`config.mk`:
```
export PLATFORM = sky130hd
export DESIGN_NAME = button_combo_tap_detector_flat
export DESIGN_NICKNAME = d
export VERILOG_FILES = /design/src/rtl/core/bctd_pkg.sv /design/src/rtl/core/bctd_in_if.sv /design/src/rtl/core/bctd_out_if.sv /design/src/rtl/core/button_combo_tap_detector.sv /design/src/flat_wrapper.sv
export SDC_FILE = /design/constraint.sdc
export NUM_CORES = 1
export LEC_CHECK = 0
export ABC_AREA = 1
export BUFFER_PORTS_ARGS = -buffer_cell sky130_fd_sc_hd__buf_2
export CORE_ASPECT_RATIO = 1.1
export CORE_UTILIZATION = 54
export DETAILED_ROUTE_END_ITERATION = 16
export PLACE_DENSITY_LB_ADDON = 0.25
export SLEW_MARGIN = 20
export SYNTH_ARGS = -nofsm -noshare
export SYNTH_HDL_FRONTEND = slang
export SYNTH_SLANG_ARGS = --single-unit
```
`constraint.sdc`:
```
create_clock -name clk -period 3.4 [get_ports clk]
set_input_delay 0.34 -clock clk [delete_from_list [all_inputs] [get_ports clk]]
set_output_delay 0.34 -clock clk [all_outputs]
set_load 0.1 [all_outputs]
```
`src/rtl/core/bctd_pkg.sv`:
```
`default_nettype none

package bctd_pkg;

    // Item field widths
    localparam int OP_BITS     = 2;
    localparam int BUTTON_BITS = 4;
    localparam int LINE_BITS   = 6;
    localparam int KIND_BITS   = 3;
    localparam int TAP_BITS    = 3;

    // Defaults for the module parameters
    localparam int BUTTON_COUNT_DEFAULT = 6;
    localparam int TIMER_BITS_DEFAULT   = 16;

    // Configuration port
    localparam int CFG_BITS   = 16;
    localparam int DATA_BITS  = 32;
    localparam int ADDR_BITS  = 5;
    localparam int INDEX_BITS = 3;

    localparam logic [INDEX_BITS-1:0] REG_FACTORY  = 3'd0;
    localparam logic [INDEX_BITS-1:0] REG_REBOOT   = 3'd1;
    localparam logic [INDEX_BITS-1:0] REG_INFO     = 3'd2;
    localparam logic [INDEX_BITS-1:0] REG_JOIN     = 3'd3;
    localparam logic [INDEX_BITS-1:0] REG_STAFF    = 3'd4;
    localparam logic [INDEX_BITS-1:0] REG_RECOVERY = 3'd5;

    localparam logic [CFG_BITS-1:0] FACTORY_HOLD_RESET  = 16'd10000;
    localparam logic [CFG_BITS-1:0] REBOOT_HOLD_RESET   = 16'd5000;
    localparam logic [CFG_BITS-1:0] INFO_HOLD_RESET     = 16'd3000;
    localparam logic [CFG_BITS-1:0] JOIN_HOLD_RESET     = 16'd3000;
    localparam logic [CFG_BITS-1:0] STAFF_HOLD_RESET    = 16'd3000;
    localparam logic [CFG_BITS-1:0] RECOVERY_IDLE_RESET = 16'd2000;

    // Operation codes
    localparam logic [OP_BITS-1:0] OP_PRESS   = 2'd0;
    localparam logic [OP_BITS-1:0] OP_RELEASE = 2'd1;
    localparam logic [OP_BITS-1:0] OP_TICK    = 2'd2;

    // Event kinds; the combo kinds double as combo indexes
    localparam logic [KIND_BITS-1:0] KIND_FACTORY = 3'd0;
    localparam logic [KIND_BITS-1:0] KIND_REBOOT  = 3'd1;
    localparam logic [KIND_BITS-1:0] KIND_INFO    = 3'd2;
    localparam logic [KIND_BITS-1:0] KIND_JOIN    = 3'd3;
    localparam logic [KIND_BITS-1:0] KIND_STAFF   = 3'd4;
    localparam logic [KIND_BITS-1:0] KIND_TAP     = 3'd5;

    localparam int NUM_COMBOS = 5;

    // Fixed combo masks (the factory combo is all buttons)
    localparam logic [5:0] REBOOT_MASK = 6'h0F;
    localparam logic [5:0] INFO_MASK   = 6'h23;
    localparam logic [5:0] JOIN_MASK   = 6'h07;
    localparam logic [5:0] STAFF_MASK  = 6'h03;

endpackage

`default_nettype wire

```
`src/rtl/core/bctd_in_if.sv`:
```
`default_nettype none

interface bctd_in_if;
    logic                                 valid;
    logic                                 ready;
    logic [bctd_pkg::OP_BITS-1:0]         op;
    logic [bctd_pkg::BUTTON_BITS-1:0]     button;
    logic [bctd_pkg::LINE_BITS-1:0]       line_held_mask;

    modport source (output valid, output op, output button, output line_held_mask,
                    input ready);
    modport sink (input valid, input op, input button, input line_held_mask,
                  output ready);
endinterface

`default_nettype wire

```
`src/rtl/core/bctd_out_if.sv`:
```
`default_nettype none

interface bctd_out_if;
    logic                                 valid;
    logic                                 ready;
    logic                                 event_valid;
    logic [bctd_pkg::KIND_BITS-1:0]       event_kind;
    logic [bctd_pkg::TAP_BITS-1:0]        tap_button;
    logic [bctd_pkg::LINE_BITS-1:0]       held_mask_out;

    modport source (output valid, output event_valid, output event_kind,
                    output tap_button, output held_mask_out, input ready);
    modport sink (input valid, input event_valid, input event_kind,
                  input tap_button, input held_mask_out, output ready);
endinterface

`default_nettype wire

```
`src/rtl/core/button_combo_tap_detector.sv`:
```
// Channel   Role    Beat contents
// items     sink    op, button, line_held_mask
// results   source  event_valid, event_kind, tap_button, held_mask_out
// apb       slave   six 16-bit hold and idle time registers at byte address 4*i
//
// Every item beat yields exactly one result beat, valid from the cycle after acceptance.
// The whole update is one combinational pass from the state registers into the
// state and result registers, so one item is taken per cycle unless input is stalled.
// A full result register stalls input only while results.ready is low.
// Reset clears all tracking state and loads the default hold and idle times.
`default_nettype none

module button_combo_tap_detector #(
    parameter int BUTTON_COUNT = bctd_pkg::BUTTON_COUNT_DEFAULT,
    parameter int TIMER_BITS   = bctd_pkg::TIMER_BITS_DEFAULT
) (
    input  wire logic                              clk,
    input  wire logic                              rst_n,
    bctd_in_if.sink                                items,
    bctd_out_if.source                             results,
    input  wire logic                              psel,
    input  wire logic                              penable,
    input  wire logic                              pwrite,
    input  wire logic [bctd_pkg::ADDR_BITS-1:0]    paddr,
    input  wire logic [bctd_pkg::DATA_BITS-1:0]    pwdata,
    output logic [bctd_pkg::DATA_BITS-1:0]         prdata,
    output logic                                   pready
);

    localparam int BC       = BUTTON_COUNT;
    localparam int TB       = TIMER_BITS;
    localparam int CMP_BITS = (TB > bctd_pkg::CFG_BITS) ? TB : bctd_pkg::CFG_BITS;
    localparam int IDX_BITS = bctd_pkg::KIND_BITS;

    localparam logic [BC-1:0] COMBO_MASK [bctd_pkg::NUM_COMBOS] = '{
        {BC{1'b1}},
        BC'(bctd_pkg::REBOOT_MASK),
        BC'(bctd_pkg::INFO_MASK),
        BC'(bctd_pkg::JOIN_MASK),
        BC'(bctd_pkg::STAFF_MASK)
    };

    typedef struct packed {
        logic                armed;
        logic [IDX_BITS-1:0] idx;
        logic [TB-1:0]       elapsed;
    } arm_t;

    // ---------------------------------------------------------------
    // Configuration registers
    // ---------------------------------------------------------------
    logic [bctd_pkg::CFG_BITS-1:0] factory_hold_reg, reboot_hold_reg, info_hold_reg;
    logic [bctd_pkg::CFG_BITS-1:0] join_hold_reg, staff_hold_reg, recovery_idle_reg;
    logic [bctd_pkg::INDEX_BITS-1:0] reg_index;
    logic                            cfg_write;

    assign pready    = 1'b1;
    assign reg_index = paddr[bctd_pkg::ADDR_BITS-1:2];
    assign cfg_write = psel && penable && pwrite;

    always_ff @(posedge clk or negedge rst_n)
    begin
        if (!rst_n)
        begin
            factory_hold_reg  <= bctd_pkg::FACTORY_HOLD_RESET;
            reboot_hold_reg   <= bctd_pkg::REBOOT_HOLD_RESET;
            info_hold_reg     <= bctd_pkg::INFO_HOLD_RESET;
            join_hold_reg     <= bctd_pkg::JOIN_HOLD_RESET;
            staff_hold_reg    <= bctd_pkg::STAFF_HOLD_RESET;
            recovery_idle_reg <= bctd_pkg::RECOVERY_IDLE_RESET;
        end
        else if (cfg_write)
        begin
            case (reg_index)
                bctd_pkg::REG_FACTORY:  factory_hold_reg  <= pwdata[bctd_pkg::CFG_BITS-1:0];
                bctd_pkg::REG_REBOOT:   reboot_hold_reg   <= pwdata[bctd_pkg::CFG_BITS-1:0];
                bctd_pkg::REG_INFO:     info_hold_reg     <= pwdata[bctd_pkg::CFG_BITS-1:0];
                bctd_pkg::REG_JOIN:     join_hold_reg     <= pwdata[bctd_pkg::CFG_BITS-1:0];
                bctd_pkg::REG_STAFF:    staff_hold_reg    <= pwdata[bctd_pkg::CFG_BITS-1:0];
                bctd_pkg::REG_RECOVERY: recovery_idle_reg <= pwdata[bctd_pkg::CFG_BITS-1:0];
                default: ;
            endcase
        end
    end

    always_comb
    begin
        case (reg_index)
            bctd_pkg::REG_FACTORY:  prdata = bctd_pkg::DATA_BITS'(factory_hold_reg);
            bctd_pkg::REG_REBOOT:   prdata = bctd_pkg::DATA_BITS'(reboot_hold_reg);
            bctd_pkg::REG_INFO:     prdata = bctd_pkg::DATA_BITS'(info_hold_reg);
            bctd_pkg::REG_JOIN:     prdata = bctd_pkg::DATA_BITS'(join_hold_reg);
            bctd_pkg::REG_STAFF:    prdata = bctd_pkg::DATA_BITS'(staff_hold_reg);
            bctd_pkg::REG_RECOVERY: prdata = bctd_pkg::DATA_BITS'(recovery_idle_reg);
            default:                prdata = '0;
        endcase
    end

    // ---------------------------------------------------------------
    // Tracking state
    // ---------------------------------------------------------------
    logic [BC-1:0] held_reg, held_next;
    logic [BC-1:0] session_reg, session_next;
    logic [BC-1:0] last_fired_reg, last_fired_next;
    logic          fired_reg, fired_next;
    arm_t          arm_reg, arm_next;
    logic          idle_valid_reg, idle_valid_next;
    logic [TB-1:0] idle_elapsed_reg, idle_elapsed_next;

    logic                             res_valid_reg;
    logic                             event_valid_reg, event_valid_next;
    logic [bctd_pkg::KIND_BITS-1:0]   event_kind_reg, event_kind_next;
    logic [bctd_pkg::TAP_BITS-1:0]    tap_button_reg, tap_button_next;
    logic [bctd_pkg::LINE_BITS-1:0]   held_out_reg;

    logic accept;

    assign items.ready = !res_valid_reg || results.ready;
    assign accept      = items.valid && items.ready;

    // Re-arms the hold timer when the held set matches a combo not yet fired; otherwise disarms it.
    function automatic arm_t sync_timer(input logic [BC-1:0] h, input logic [BC-1:0] lf,
                                        input arm_t cur);
        arm_t                res;
        logic                hit;
        logic [IDX_BITS-1:0] m;
        res = cur;
        hit = 1'b0;
        m   = '0;
        for (int i = bctd_pkg::NUM_COMBOS - 1; i >= 0; i--)
        begin
            if (COMBO_MASK[i] == h)
            begin
                hit = 1'b1;
                m   = IDX_BITS'(i);
            end
        end
        if (hit && h != lf)
        begin
            if (!cur.armed || cur.idx != m)
            begin
                res.armed   = 1'b1;
                res.idx     = m;
                res.elapsed = '0;
            end
        end
        else
        begin
            res.armed = 1'b0;
        end
        return res;
    endfunction

    function automatic logic [TB-1:0] sat_inc(input logic [TB-1:0] v);
        return (v == {TB{1'b1}}) ? v : v + TB'(1);
    endfunction

    logic [bctd_pkg::CFG_BITS-1:0] hold_time;
    logic [BC-1:0]                 armed_mask;
    logic                          btn_ok;
    logic [BC-1:0]                 btn_bit;

    always_comb
    begin
        case (arm_reg.idx)
            bctd_pkg::KIND_FACTORY: hold_time = factory_hold_reg;
            bctd_pkg::KIND_REBOOT:  hold_time = reboot_hold_reg;
            bctd_pkg::KIND_INFO:    hold_time = info_hold_reg;
            bctd_pkg::KIND_JOIN:    hold_time = join_hold_reg;
            bctd_pkg::KIND_STAFF:   hold_time = staff_hold_reg;
            default:                hold_time = '0;
        endcase
        case (arm_reg.idx)
            bctd_pkg::KIND_FACTORY: armed_mask = COMBO_MASK[0];
            bctd_pkg::KIND_REBOOT:  armed_mask = COMBO_MASK[1];
            bctd_pkg::KIND_INFO:    armed_mask = COMBO_MASK[2];
            bctd_pkg::KIND_JOIN:    armed_mask = COMBO_MASK[3];
            bctd_pkg::KIND_STAFF:   armed_mask = COMBO_MASK[4];
            default:                armed_mask = '0;
        endcase
    end

    assign btn_ok  = 32'(items.button) < 32'(BC);
    assign btn_bit = BC'(1) << items.button;

    always_comb
    begin
        held_next         = held_reg;
        session_next      = session_reg;
        last_fired_next   = last_fired_reg;
        fired_next        = fired_reg;
        arm_next          = arm_reg;
        idle_valid_next   = idle_valid_reg;
        idle_elapsed_next = idle_elapsed_reg;
        event_valid_next  = 1'b0;
        event_kind_next   = '0;
        tap_button_next   = '0;

        if ((items.op == bctd_pkg::OP_PRESS || items.op == bctd_pkg::OP_RELEASE) && btn_ok)
        begin
            if (items.op == bctd_pkg::OP_PRESS)
            begin
                held_next    = held_reg | btn_bit;
                session_next = session_reg | btn_bit;
            end
            else
            begin
                held_next = held_reg & ~btn_bit;
            end

            if (held_next == '0)
            begin
                if (!idle_valid_reg)
                begin
                    idle_valid_next   = 1'b1;
                    idle_elapsed_next = '0;
                end
            end
            else
            begin
                idle_valid_next = 1'b0;
            end

            arm_next = sync_timer(held_next, last_fired_reg, arm_reg);

            // Last button up closes the session; a lone untouched button is a tap.
            if (items.op == bctd_pkg::OP_RELEASE && held_next == '0 && session_next != '0)
            begin
                if (!fired_reg && $onehot(session_next))
                begin
                    event_valid_next = 1'b1;
                    event_kind_next  = bctd_pkg::KIND_TAP;
                    for (int i = 0; i < BC; i++)
                    begin
                        if (session_next[i])
                        begin
                            tap_button_next = tap_button_next | bctd_pkg::TAP_BITS'(i);
                        end
                    end
                end
                session_next      = '0;
                fired_next        = 1'b0;
                last_fired_next   = '0;
                idle_valid_next   = 1'b0;
                idle_elapsed_next = '0;
                arm_next.armed    = 1'b0;
            end
        end
        else if (items.op == bctd_pkg::OP_TICK)
        begin
            if (arm_reg.armed)
            begin
                arm_next.elapsed = sat_inc(arm_reg.elapsed);
            end
            if (idle_valid_reg)
            begin
                idle_elapsed_next = sat_inc(idle_elapsed_reg);
            end

            if (arm_reg.armed && held_reg == armed_mask && armed_mask != '0 &&
                CMP_BITS'(arm_next.elapsed) >= CMP_BITS'(hold_time))
            begin
                event_valid_next = 1'b1;
                event_kind_next  = arm_reg.idx;
                fired_next       = 1'b1;
                last_fired_next  = armed_mask;
                arm_next.armed   = 1'b0;
            end

            // Recovery: after a long idle, trust the raw line levels.
            if (held_reg == '0 && session_reg != '0 && idle_valid_reg &&
                CMP_BITS'(idle_elapsed_next) >= CMP_BITS'(recovery_idle_reg))
            begin
                held_next = BC'(items.line_held_mask);
                if (held_next != '0)
                begin
                    idle_valid_next = 1'b0;
                    arm_next        = sync_timer(held_next, last_fired_next, arm_next);
                end
                else
                begin
                    session_next      = '0;
                    fired_next        = 1'b0;
                    last_fired_next   = '0;
                    idle_valid_next   = 1'b0;
                    idle_elapsed_next = '0;
                    arm_next.armed    = 1'b0;
                end
            end
        end
    end

    always_ff @(posedge clk or negedge rst_n)
    begin
        if (!rst_n)
        begin
            held_reg         <= '0;
            session_reg      <= '0;
            last_fired_reg   <= '0;
            fired_reg        <= 1'b0;
            arm_reg          <= '0;
            idle_valid_reg   <= 1'b0;
            idle_elapsed_reg <= '0;
            res_valid_reg    <= 1'b0;
        end
        else
        begin
            if (accept)
            begin
                held_reg         <= held_next;
                session_reg      <= session_next;
                last_fired_reg   <= last_fired_next;
                fired_reg        <= fired_next;
                arm_reg          <= arm_next;
                idle_valid_reg   <= idle_valid_next;
                idle_elapsed_reg <= idle_elapsed_next;
                res_valid_reg    <= 1'b1;
            end
            else if (results.ready)
            begin
                res_valid_reg <= 1'b0;
            end
        end
    end

    always_ff @(posedge clk)
    begin
        if (accept)
        begin
            event_valid_reg <= event_valid_next;
            event_kind_reg  <= event_kind_next;
            tap_button_reg  <= tap_button_next;
            held_out_reg    <= held_next[bctd_pkg::LINE_BITS-1:0];
        end
    end

    assign results.valid         = res_valid_reg;
    assign results.event_valid   = event_valid_reg;
    assign results.event_kind    = event_kind_reg;
    assign results.tap_button    = tap_button_reg;
    assign results.held_mask_out = held_out_reg;

endmodule

`default_nettype wire
```
`src/flat_wrapper.sv`:
```
// flat-port wrapper written by rule: the top's interface ports become plain ports
module button_combo_tap_detector_flat 
#(
    parameter int BUTTON_COUNT = bctd_pkg::BUTTON_COUNT_DEFAULT,
    parameter int TIMER_BITS   = bctd_pkg::TIMER_BITS_DEFAULT
)
  (clk, rst_n, psel, penable, pwrite, paddr, pwdata, prdata, pready, items_valid, items_op, items_button, items_line_held_mask, items_ready, results_valid, results_event_valid, results_event_kind, results_tap_button, results_held_mask_out, results_ready);
  bctd_in_if items_i ();
  bctd_out_if results_i ();
  input  wire logic clk;
  input  wire logic rst_n;
  input  wire logic psel;
  input  wire logic penable;
  input  wire logic pwrite;
  input  wire logic [bctd_pkg::ADDR_BITS-1:0] paddr;
  input  wire logic [bctd_pkg::DATA_BITS-1:0] pwdata;
  output logic [bctd_pkg::DATA_BITS-1:0] prdata;
  output logic pready;
  input wire logic [$bits(items_i.valid)-1:0] items_valid;
  input wire logic [$bits(items_i.op)-1:0] items_op;
  input wire logic [$bits(items_i.button)-1:0] items_button;
  input wire logic [$bits(items_i.line_held_mask)-1:0] items_line_held_mask;
  output wire logic [$bits(items_i.ready)-1:0] items_ready;
  output wire logic [$bits(results_i.valid)-1:0] results_valid;
  output wire logic [$bits(results_i.event_valid)-1:0] results_event_valid;
  output wire logic [$bits(results_i.event_kind)-1:0] results_event_kind;
  output wire logic [$bits(results_i.tap_button)-1:0] results_tap_button;
  output wire logic [$bits(results_i.held_mask_out)-1:0] results_held_mask_out;
  input wire logic [$bits(results_i.ready)-1:0] results_ready;
  assign items_i.valid = items_valid;
  assign items_i.op = items_op;
  assign items_i.button = items_button;
  assign items_i.line_held_mask = items_line_held_mask;
  assign items_ready = items_i.ready;
  assign results_valid = results_i.valid;
  assign results_event_valid = results_i.event_valid;
  assign results_event_kind = results_i.event_kind;
  assign results_tap_button = results_i.tap_button;
  assign results_held_mask_out = results_i.held_mask_out;
  assign results_i.ready = results_ready;
  button_combo_tap_detector #(.BUTTON_COUNT(BUTTON_COUNT), .TIMER_BITS(TIMER_BITS)) u_core (.clk(clk), .rst_n(rst_n), .items(items_i), .results(results_i), .psel(psel), .penable(penable), .pwrite(pwrite), .paddr(paddr), .pwdata(pwdata), .prdata(prdata), .pready(pready));
endmodule
```
==> key figures, run 1 <==
Status
  – Status: complete, but fails checks
  – Failing checks: negative setup slack

Global route
  – First-pass GRT wire length: 47,800 um
  – Total GRT Usage: 31.0%
  – Total gr overflow: 0
  – Pin count of the biggest net entering global routing: 78
  – Number of global-route vias before repair: 9,648
  – Initial antenna violation count: 0

CTS
  – Clk sink count: 166
  – TritonCTS Buffers: 17
  – Latest clock arrival within the worst-skew pair: 0.45 ns
  – CTS tree: done
  – CTS clk-pin slew, worst paths: 0.08 ns
  – Clk buf depth: 2
  – Clock root buffer: clkbuf_16
  – H-tree levels: 4

Critical path
  – Worst path most repeated cell: nand2_1
  – CP Data Required Time: 3.72 ns
  – CP max FO: 8
  – Crit path depth: 29
  – Critical Path Max Stage Delay: 0.38 ns
  – CP startpoint kind: register
  – Crit path max-delay family: simple AND/OR/NAND/NOR gates
  – Worst Setup End Kind: register
  – Register-to-Register Path Depth: 29
  – Critical Path Slowest Stage Cell: dfrtp_1
  – Crit path DAT: 4.31 ns
  – CP bufs+invs: 4
  – Crit Path Class: register to register

Floorplanning
  – Row cnt: 52
  – Width of the die: 134 um
  – Die ar.: 19,700 um2
  – Die Height: 147 um
  – Initial Util: 55.6%
  – Core Area: 18,600 um2
  – I/O pin cnt: 104

Pwr
  – Gate power share: 43.6%
  – Switch share: 41.6%
  – P_int: 4920 uW
  – Leak: 0.00654 uW
  – Switch Pwr: 3510 uW
  – Worst IR Drop VDD: 0.000398 V
  – Clk pwr share: 23.1%
  – Pwr dens: 629 nW/um2
  – Reg power frac: 33.3%

Drt
  – Post-DRT Antenna Nets: 0
  – Routed wire length per instance: 17.6 um
  – DRT Pass-1 Iters: 6
  – Via/cell ratio: 5.78
  – WL final: 32,000 um
  – DR vias: 10,511
  – Starting DRT DRC Count: 1,056
  – DRC errors left: 0

Layout
  – Area grow syn2layout: 29.5%
  – Number of antenna diodes: 0
  – Multi-input logic area: 5740 um2
  – Share of layout cells above drive strength 1: 29.7%
  – Max FFs per register: 20
  – Core Util, Final: 72.0%
  – Sequential Area: 4270 um2
  – Fillcell total: 1,392
  – Most frequent cells in the layout: nand2_1, inv_1, buf_4
  – Commonest non-fill, non-tap cell in the layout: nand2_1
  – Final instance area: 13,400 um2
  – Post-layout net count: 1,660

Synthesis
  – Post-synthesis cell count: 1,360
  – Average size of a mapped cell: 7.61 um2
  – Cell variety after synth: 50
  – #FFs+latches synth: 166
  – Mapped Area: 10,300 um2
  – Syn. warnings: 0
  – Register area share after synthesis: 41.2%

Run
  – Total of max-cap violations: 0

STA
  – Setup ws final: -0.590 ns
  – Worst-Margin Slew: 1.10 ns
  – Hold Vio Cnt, Final: 0
  – Setup-failing EPs final: 60
  – Max Fclk: 0.251 GHz
  – Crit path time final: 3.99 ns
  – Relative slew slack: 26.4%
  – TNS Setup: -13.77 ns
  – Final period utilization: 117%
  – WHS: 0.124 ns
  – RSZ-0062 raised after global routing: yes
  – Slew Viols, Final: 0
  – Layout Skew: 0.0108 ns

Place
  – Post-detail-place hpwl: 20,800 um
  – Routability cong.: 0.968
  – Placed inst area: 11,700 um2
  – Buffers on Ports: 68

Min path
  – Hold Path Depth: 3
  – Hold crit path type: input pin to register
[worst paths after layout]
path / endpoint / slack [ns] / from
hold reg to reg: u_core.staff_hold_reg[1]$_DFFE_PN0P_ / 0.49 / u_core.staff_hold_reg[1]$_DFFE_PN0P_
setup reg to reg: u_core.arm_reg[11]$_DFFE_PN0P_ / -0.59 / u_core.arm_reg[6]$_DFFE_PN0P_
min in group asynchronous: u_core.held_reg[1]$_DFFE_PN0P_ / 0.49 / rst_n
hold / removal: u_core.results.valid$_DFFE_PN0P_ / 0.12 / items_valid
setup / recovery: u_core.arm_reg[11]$_DFFE_PN0P_ / -0.59 / u_core.arm_reg[6]$_DFFE_PN0P_
max in group asynchronous: u_core.staff_hold_reg[3]$_DFFE_PN1P_ / 1.99 / rst_n
[timing repair]
action / CTS / global route
gates cloned: 1 / 1
hold buffers: 1 / 0
pin swaps: 21 / 44
endpoints found under the hold margin: 50 / 0
resized for setup: 49 / 152
buffers inserted: 16 / 20
setup endpoints to repair: 62 / 66
[cell usage after synthesis, drive strengths merged]
library cell	instances	area [um2]
nand2	328	1270
inv	220	826
o21ai	177	893
dfrtp	116	2900
nand3	81	428
nor2	63	272
ha	41	513
dfstp	37	972
clkbuf	34	128
o22ai	34	213
xor2	30	263
a21oi	29	145
buf	27	196
nor3	22	110
nand4	17	106
a211oi	16	120
o31ai	16	120
edfxtp	13	390
a221oi	11	96.3
a22oi	8	60.1
o221ai	8	70.1
nor4	6	37.5
o211ai	3	27.5
or2	3	18.8
a21o	2	15.0
a31oi	2	12.5
and3	2	12.5
conb	2	7.51
fa	2	40.0
nand3b	2	15.0
a2111oi	1	8.76
a21boi	1	7.51
a311oi	1	8.76
and2	1	6.26
clkinv	1	3.75
mux2i	1	10.0
o2111ai	1	8.76
xnor2	1	8.76
[layout make-up]
type                       instances  share of cell area [%]
clock buffer                      18                    3.36
clock inverter                    14                   0.999
inverter                         221                    6.23
multi-input combinational        927                    42.8
sequential                       166                    31.8
tap                              243                    2.27
timing repair buffer             228                    12.5
[tightest hold or removal path, stage by stage]
cell     delay [ns]
buf_2          0.08
nand2_1        0.06
nand2_1        0.05
[per-layer routing]
layer | vias up | GRT usage [%] | share of wire (%)
li1 | 4883 | - | -
met1 | 4924 | 40.5 | 40
met2 | 577 | 50.4 | 47
met3 | 127 | 4.14 | 8.0
met4 | 0 | 15.8 | 5.1
met5 | - | 0 | 0
[kinds of logic after synthesis]
family	synth area share (%)
muxes	0.0967
DFF	41.2
AOI/OAI and AO/OA	17.5
other	0.0726
xor gates and xnor gates	2.62
and+or+nand+nor	22.0
buffers and inverters	11.1
adders and majority gates	5.34
[per-stage QoR]
step	power (uW)	std cells	setup WS (ns)
6_report	8430	1817	-0.590
5_1_grt	8880	1817	-0.767
4_1_cts	7910	1796	-0.178
3_5_place_dp	5820	1746	-0.389
3_3_place_gp	5720	1746	-0.293
2_1_floorplan	4800	1375	0.0526
[power by group through the flow]
| stage | Sequential (uW) | Combinational, uW | Clock, uW |
|---|---|---|---|
| after CTS | 2780 | 3190 | 1950 |
| after global placement | 2800 | 2930 | 0 |
| after detailed placement | 2810 | 3010 | 0 |
| after floorplan | 2880 | 1920 | 0 |
| after global routing | 2850 | 4010 | 2030 |
| final | 2810 | 3670 | 1950 |
No activity file was read; power rests on OpenSTA's default activity.
==> inputs of run 2 (changes only) <==
--- a/config.mk
+++ b/config.mk
@@ -5,9 +5,7 @@
 export SDC_FILE = /design/constraint.sdc
 export NUM_CORES = 1
 export LEC_CHECK = 0
-export ABC_AREA = 1
 export BUFFER_PORTS_ARGS = -buffer_cell sky130_fd_sc_hd__buf_2
-export CORE_ASPECT_RATIO = 1.1
 export CORE_UTILIZATION = 54
 export DETAILED_ROUTE_END_ITERATION = 16
 export PLACE_DENSITY_LB_ADDON = 0.25
==> run 2 against run 1 <==
Sequential share of layout area is 0.20 points lower. Utilization hardly changed. The run still ends with negative setup slack left. Total power is 7.5% lower. Non-clock buffer count is 28 higher. Setup slack worse by 0.016 ns. Largest power group unchanged.
==> key figures, run 2 <==
Status
  – Status: complete, but fails checks
  – Failing checks: negative setup slack

Critical path
  – Crit path max-delay family: compound AO/OA/AOI/OAI gates
  – R2R setup slack: -0.61 ns (-0.02 ns)
  – Critical Path, Cell by Cell: ha_2 -> nand3_4 -> o41ai_4 -> buf_4 -> or2_4 -> nor2_4 -> nand3_2 -> xnor2_2 -> ha_1 -> and2_4 -> a221o_1 -> a21oi_2 -> o31ai_2 -> a2111o_1 -> a211o_1 -> a31o_1 -> or4_1 -> o221ai_2
  – FF-to-FF Start: u_core.arm_reg[0]$_DFFE_PN0P_
  – CP bufs+invs: 1 (-3)
  – CP max FO: 3 (-5)
  – CP startpoint kind: register
  – Worst Setup End Kind: register
  – Register-to-Register Path Depth: 18 (-38%)
  – Critical Path Slowest Stage Cell: or4_1
  – Crit path DAT: 4.36 ns (+0.05 ns)
  – Crit Path Class: register to register
  – Critical R2R Capture: u_core.arm_reg[0]$_DFFE_PN0P_
  – CP Data Required Time: 3.76 ns (+0.04 ns)
  – Critical Path Max Stage Delay: 0.41 ns (+0.03 ns)

Pwr
  – Clk pwr share: 24.6% (+1.5 points)
  – Switch Pwr: 3080 uW (-12%)
  – Leak: 0.00588 uW (-10%)
  – Reg power frac: 34.9% (+1.6 points)
  – Gate power share: 40.5% (-3.1 points)
  – P_int: 4720 uW (-4.1%)
  – Pwr dens: 578 nW/um2 (-8.1%)
  – Switch share: 39.5% (-2.2 points)
  – Worst IR Drop VDD: 0.000497 V (+25%)

Global route
  – Total GRT Usage: 32.1% (+1.0 points)
  – Pin count of the biggest net entering global routing: 63 (-19%)
  – First-pass GRT wire length: 48,700 um (+1.9%)
  – Number of global-route vias before repair: 9,223 (-4.4%)
  – Total gr overflow: 0 (unchanged)
  – Initial antenna violation count: 0 (unchanged)

Synthesis
  – Area contributors post-synth: dfrtp_1, dfstp_2, mux2_2
  – Most instantiated cells after synthesis: dfrtp_1, nand2_1, o21ai_0
  – Register area share after synthesis: 41.4% (+0.22 points)
  – Yosys top cell area share: 28.2% (+0.15 points)
  – Syn. warnings: 0 (unchanged)
  – Top cell type by total area after synthesis: dfrtp_1
  – Mapped Area: 10,300 um2 (-0.52%)
  – #FFs+latches synth: 166 (unchanged)
  – Most frequent cell after synthesis: dfrtp_1
  – Cell variety after synth: 73 (+46%)
  – Post-synthesis cell count: 1,078 (-21%)
  – Post-synth ARST share: 92.2% (unchanged)
  – Average size of a mapped cell: 9.55 um2 (+26%)
  – Number of flops mapped to enable cells by yosys: 13 (unchanged)
  – Primary FF master, synth: dfrtp_1

STA
  – Slew Viols, Final: 0 (unchanged)
  – Hold Vio Cnt, Final: 0 (unchanged)
  – Worst-Margin Slew: 0.917 ns (-0.184 ns)
  – Relative slew slack: 38.9% (+12 points)
  – TNS Setup: -20.83 ns (-7.06 ns)
  – Max Fclk: 0.250 GHz (-0.40%)
  – Layout Skew: 0.0162 ns (+0.00544 ns)
  – Crit path time final: 4.01 ns (+0.0159 ns)
  – Setup ws final: -0.606 ns (-0.0159 ns)
  – Final period utilization: 118% (+0.47 points)
  – Setup-failing EPs final: 66 (+10%)
  – RSZ-0062 raised after global routing: yes

CTS
  – Clock root buffer: clkbuf_16
  – Clk sink count: 166 (unchanged)
  – Latest clock arrival within the worst-skew pair: 0.45 ns (about the same)
  – Clk buf depth: 2 (unchanged)
  – CTS tree: done
  – H-tree levels: 4 (unchanged)
  – TritonCTS Buffers: 17 (unchanged)
  – CTS clk-pin slew, worst paths: 0.07 ns (about the same)

Floorplanning
  – Width of the die: 140 um (+4.5%)
  – Die ar.: 19,600 um2 (-0.52%)
  – Core Area: 18,700 um2 (+0.52%)
  – Row cnt: 50 (-3.8%)
  – Die Height: 140 um (-4.8%)
  – Initial Util: 55.0% (-0.58 points)
  – I/O pin cnt: 104 (unchanged)

Layout
  – Number of antenna diodes: 0 (unchanged)
  – Share of layout cells above drive strength 1: 41.6% (+12 points)
  – Fillcell total: 1,297 (-6.8%)
  – Max FFs per register: 20 (unchanged)
  – Final Non-Filler Cells: 1,544 (-15%)
  – Commonest non-fill, non-tap cell in the layout: buf_4
  – Most frequent cells in the layout: buf_4, dfrtp_1, mux2_2
  – Area grow syn2layout: 31.0%
  – Final instance area: 13,500 um2 (+0.59%)
  – Multi-input logic area: 6270 um2 (+9.3%)
  – Post-layout net count: 1,396 (-16%)
  – Core Util, Final: 72.1% (about the same)
  – Sequential Area: 4270 um2 (about the same)

Place
  – Post-detail-place hpwl: 21,100 um (+1.6%)
  – # placed instances: 1,479 (-15%)
  – Placed inst area: 12,000 um2 (+2.2%)
  – Buffers on Ports: 68 (unchanged)
  – Routability cong.: 0.997 (+3.0%)
  – Place WS: -0.612 ns (-0.224 ns)

Drt
  – WL final: 32,000 um (+0.13%)
  – Routed wire length per instance: 20.7 um (+18%)
  – Post-DRT Antenna Nets: 0 (unchanged)
  – DRT Pass-1 Iters: 6 (unchanged)
  – Via/cell ratio: 6.33 (+9.5%)
  – Starting DRT DRC Count: 928 (-12%)
  – DR vias: 9,778 (-7.0%)
  – DRC errors left: 0 (unchanged)

Min path
  – Hold Path Depth: 2 (-1)
  – Critical hold path startpoint: items_valid
  – Hold crit path type: input pin to register
  – Hold Crit Endpoint: u_core.results.valid$_DFFE_PN0P_

Run
  – Total of max-cap violations: 0 (unchanged)
run 2: worst reg2reg max path, delay by kind of cell (launching register included):
family / cells / cell delay [ns]
compound gates: 8 / 1.60
simple gates: 6 / 1.13
fa+ha+maj: 2 / 0.50
flops: 1 / 0.38
buf+inv: 1 / 0.16
xor+xnor: 1 / 0.16
run 2: timing repair:
action,4_1_cts,5_1_grt
pin swaps,32,58
endpoints found under the hold margin,47,0
gates resized for setup,59,112
gates cloned,2,1
setup endpoints to repair,66,66
hold buffers,1,0
buffers inserted,12,21
run 2: power by group through the flow:
stage               logic [uW]  clock network (uW)  registers (uW)
floorplan                 1770                   0            2720
global placement          2800                   0            2710
detailed placement        2860                   0            2720
CTS                       2980                1920            2690
global route              3410                2010            2750
finish                    3160                1920            2720
run 2: cell type report:
class | instances | share of cell area, %
clock buffer | 17 | 3.16
clock inverter | 15 | 1.10
tap | 234 | 2.17
inverter | 64 | 1.78
multi-input combinational | 792 | 46.5
timing repair buffer | 256 | 13.7
sequential | 166 | 31.6
run 2: routing by layer:
| layer | share of wire, % | GRT usage [%] |
|---|---|---|
| met1 | 42 | 44.7 |
| met2 | 48 | 50.2 |
| met3 | 8.4 | 6.09 |
| met4 | 2.0 | 10.9 |
| met5 | 0 | 0 |
run 2: worst max path at each step:
| stage | from | end | cells after the start |
|---|---|---|---|
| finish | u_core.arm_reg[0]$_DFFE_PN0P_ | u_core.arm_reg[0]$_DFFE_PN0P_ | 18 |
| global route | u_core.arm_reg[0]$_DFFE_PN0P_ | u_core.arm_reg[0]$_DFFE_PN0P_ | 18 |
| CTS | u_core.arm_reg[15]$_DFFE_PN0P_ | u_core.arm_reg[0]$_DFFE_PN0P_ | 17 |
| detailed placement | u_core.arm_reg[17]$_DFFE_PN0P_ | u_core.arm_reg[17]$_DFFE_PN0P_ | 18 |
| global placement | u_core.arm_reg[0]$_DFFE_PN0P_ | u_core.arm_reg[17]$_DFFE_PN0P_ | 17 |
| floorplan | u_core.arm_reg[4]$_DFFE_PN0P_ | u_core.arm_reg[0]$_DFFE_PN0P_ | 17 |
run 2: cells by family (layout without fill, tap and decap cells):
kind of cell               count (synthesis)  after routing  synth area share [%]
and+or+nand+nor                          299            300                  14.4
other                                      2             17                0.0730
adders and majority gates                 43             43                  5.37
DFF                                      166            166                  41.4
muxes                                    103            103                  11.0
AOI/OAI and AO/OA                        292            292                  18.8
buffers and inverters                    136            352                  5.73
xor gates and xnor gates                  37             37                  3.15
run 2: stage by stage:
step                total power, uW  hold WS (ns)
CTS                            7590        0.0999
global route                   8170         0.121
floorplan                      4500        0.0444
global placement               5510         0.368
finish                         7800         0.106
detailed placement             5580         0.374
